### config.mk
export PLATFORM = sky130hd
export DESIGN_NAME = bmhq_cmp
export DESIGN_NICKNAME = d
export VERILOG_FILES = /design/src/rtl/core/binary_max_heap_queue_assert.svh /design/src/rtl/core/bmhq_pkg.sv /design/src/rtl/core/bmhq_cmp.sv
export SDC_FILE = /design/constraint.sdc
export NUM_CORES = 1
export LEC_CHECK = 0
export BUFFER_PORTS_ARGS = -buffer_cell sky130_fd_sc_hd__buf_2
export CORE_MARGIN = 2
export CORE_UTILIZATION = 42
export DETAILED_ROUTE_END_ITERATION = 8
export PLACE_DENSITY = 0.85
export REMOVE_ABC_BUFFERS = 1
export SLEW_MARGIN = 20
export SYNTH_ARGS = -nofsm -noshare
export SYNTH_HDL_FRONTEND = slang
export SYNTH_SLANG_ARGS = --single-unit
### constraint.sdc
create_clock -name vclk -period 2.8
set_clock_uncertainty 0.05 [all_clocks]
set_input_delay 0.42 -clock vclk [all_inputs]
set_output_delay 0.42 -clock vclk [all_outputs]
set_load 0.01 [all_outputs]
### src/rtl/core/binary_max_heap_queue_assert.svh
// Assertion macros for the heap queue: implication forms checked on clk.
// Included by the top level; expands to nothing when SYNTHESIS is set.
`ifndef BINARY_MAX_HEAP_QUEUE_ASSERT_SVH
`define BINARY_MAX_HEAP_QUEUE_ASSERT_SVH
`ifndef SYNTHESIS
`define BMHQ_ASSERT_IMP(lbl, clk, rst_n, pre, post) \
  lbl: assert property (@(posedge clk) disable iff (!rst_n) (pre) |-> (post)) \
    else $error("heap queue assertion failed");
`define BMHQ_ASSERT_NXT(lbl, clk, rst_n, pre, post) \
  lbl: assert property (@(posedge clk) disable iff (!rst_n) (pre) |=> (post)) \
    else $error("heap queue assertion failed");
`else
`define BMHQ_ASSERT_IMP(lbl, clk, rst_n, pre, post)
`define BMHQ_ASSERT_NXT(lbl, clk, rst_n, pre, post)
`endif
`endif

### src/rtl/core/bmhq_pkg.sv
// Shared types and codes for the binary max-heap priority queue.
// No dependencies; imported by bmhq_cmp and by the top level.
package bmhq_pkg;

  localparam int VALUE_W = 32;
  localparam int ENTRY_W = 11;

  // Request operation codes
  localparam logic FUNC_INSERT = 1'b0;
  localparam logic FUNC_REMOVE = 1'b1;

  // Result error codes
  typedef enum logic [1:0] {
    ERR_OK    = 2'd0,
    ERR_FULL  = 2'd1,
    ERR_EMPTY = 2'd2
  } err_t;

  typedef logic signed [VALUE_W-1:0] value_t;

  typedef struct packed {
    err_t               err;
    logic [ENTRY_W-1:0] count;
    logic               is_empty;
    value_t             top;
  } result_t;

endpackage

### src/rtl/core/bmhq_cmp.sv
// Shared signed compare unit used by every sift step of the sequencer.
// Depends on bmhq_pkg for the value type.
module bmhq_cmp import bmhq_pkg::*; (
  input  value_t a,
  input  value_t b,
  output logic   gt
);

  // Signed greater-than
  assign gt = (a > b);

endmodule

==> metrics.yaml <==
postSynthAreaPerCell_um2: 7.12
place.gp.congestion: 0.688
min_path_cells: 4
timing.final.crit_share: 0.934
initial_utilization: 0.456
utilization: 0.662
status: "completed"
nFlopsAndLatches: 0
arrival_ps: 2140
power.density_nw_per_um2: 128
yosys.area.top_type: "ha_1"
fmax_ghz: 0.383
first_iter_violations: 10
finalMaxSlewViolations: 0
overflow: 0
leakage_nw: 0.773
core_area_um2: 1760
avgRoutedWirePerCell_um: 9.88
die_x_um: 47.8
max-slew-margin-rel: 0.782
setup_violations: 0
die_h_um: 47.8
synth_area_leaders: "ha_1 50%, inv_1 15%, a21oi_1 6.8%"
critical_path.max_fanout: 3
routed_wl_mm: 2.01
mostFrequentLayoutCell: "buf_2"
hold_buffers: 0
num_antenna_cells: 0
synth_cells: 113
hold_class: "in -> out"
critical-path-slowest-cell: "ha_1"
period_minus_slack_ps: 2610
synthDistinctLibCells: 19
fill_cells: 177
track_usage: 0.189
max_cap_violations: 0
ys_seq_area_frac: 0
setup_tns_ps: 0
ios: 65
whs_ps: 1250
min_to: "gt"
syn_area_um2: 805
drt_pass1_iterations: 6
cp_slowest_stage_delay_ps: 330
min_from: "a[31]"
core.rowCount: 15
drc: 0
layout_common_cells: "65 x buf_2, 32 x inv_1, 32 x ha_1"
drive_gt1_frac: 0.376
tightestPinTransition_ps: 324
seqCellArea_um2: 0
nets: 276
grt_setup_unrepaired: "no"
synth_top_area_share: 0.498
grt_first_pass_wirelength_mm: 3.33
syn_to_final_growth_pct: 45.1
cp.required_ps: 2330
endpoint_kind: "output pin"
ir_drop_mv: 0.0704
vias_per_cell: 4.93
dieArea_um2: 2280
hpwlAfterDp_mm: 1.94
ant_nets: 0
multi_input_area_um2: 691
clockBufferCount: 0
portBuffers: 65
hold_viol: 0
yosysWarnings: 0
cpMostUsedCell: "buf_2"
routed-via-count: 1001
grt_pass1_vias: 987
grt_start_max_net_pins: 5
critical_path_class: "in -> out"
worstPathCellList: "buf_2, ha_1, nand4_1, nor2_1, a221o_1, o31ai_1, o2111ai_1, mux2i_1, buf_2"
antenna_found_initial: 0
cp-start-kind: "input pin"
==> metal layers <==
metal  vias to the layer above  part of all wire  track usage  routed length, µm
li1                        528                 -            -                  -
met1                       433              0.39        0.193                778
met2                        40              0.53        0.416               1060
met3                         0             0.081      0.00755                163
met4                         0                 0       0.0162                  0
met5                         -                 0            0                  0
==> worst max-delay path: cells and delay by family <==
family,cells,cell delay (ps)
AOI/OAI and AO/OA,3,730
muxes,1,160
buffers and inverters,2,250
and+or+nand+nor,2,240
adders and majority gates,1,330
==> cell usage after synthesis, drive strengths merged <==
library cell  instances
o31ai                 1
inv                  32
mux2i                 1
o21ai                 4
a21oi                12
nor2b                 1
nand4                 7
nor4                  2
a211oi                1
a221o                 1
o211ai                1
a21boi                1
nand2                 6
nor2                  3
ha                   32
o2111ai               1
a21o                  4
nand3                 3
==> per-stage QoR <==
step,instances,cell area (µm²),power [W],worst slack [ps]
after global placement,203,1160,0.000141,226
after floorplan,113,805,0.0000824,434
after global routing,203,1170,0.000175,16.3
after CTS,203,1160,0.000150,157
after detailed placement,203,1160,0.000149,152
final,203,1170,0.000149,186
==> worst max path at each step <==
stage | slack [ps] | cells past startpoint | start | end
after global placement | 230 | 9 | a[14] | gt
after floorplan | 430 | 8 | b[14] | gt
after detailed placement | 150 | 10 | b[14] | gt
after CTS | 160 | 9 | a[14] | gt
after global routing | 20 | 9 | a[14] | gt
final | 190 | 9 | a[14] | gt
==> cells by family after synthesis <==
| logic type | synth area share |
|---|---|
| AND/OR/NAND/NOR | 0.138 |
| AO/OA/AOI/OAI | 0.202 |
| adder cells (fa/ha/maj) | 0.498 |
| multiplexers | 0.0124 |
| buffers and inverters | 0.149 |
==> power by group <==
group	total, W	internal [W]	switching (W)
clock	0	0	0
sequential	0	0	0
combinational	0.000149	0.0000798	0.0000691
==> timing repair <==
| item | in CTS | in global routing |
|---|---|---|
| endpoints found under the setup margin | 0 | 1 |
| gates resized for setup | 0 | 1 |
| setup buffers | 0 | 0 |
==> final cells by class <==
cell class,instances,share of cell area
multi-input cells,81,0.592
repair buffers,65,0.279
well taps,25,0.0268
inverters,32,0.103
Note: power is estimated with default switching activity, not from simulation.
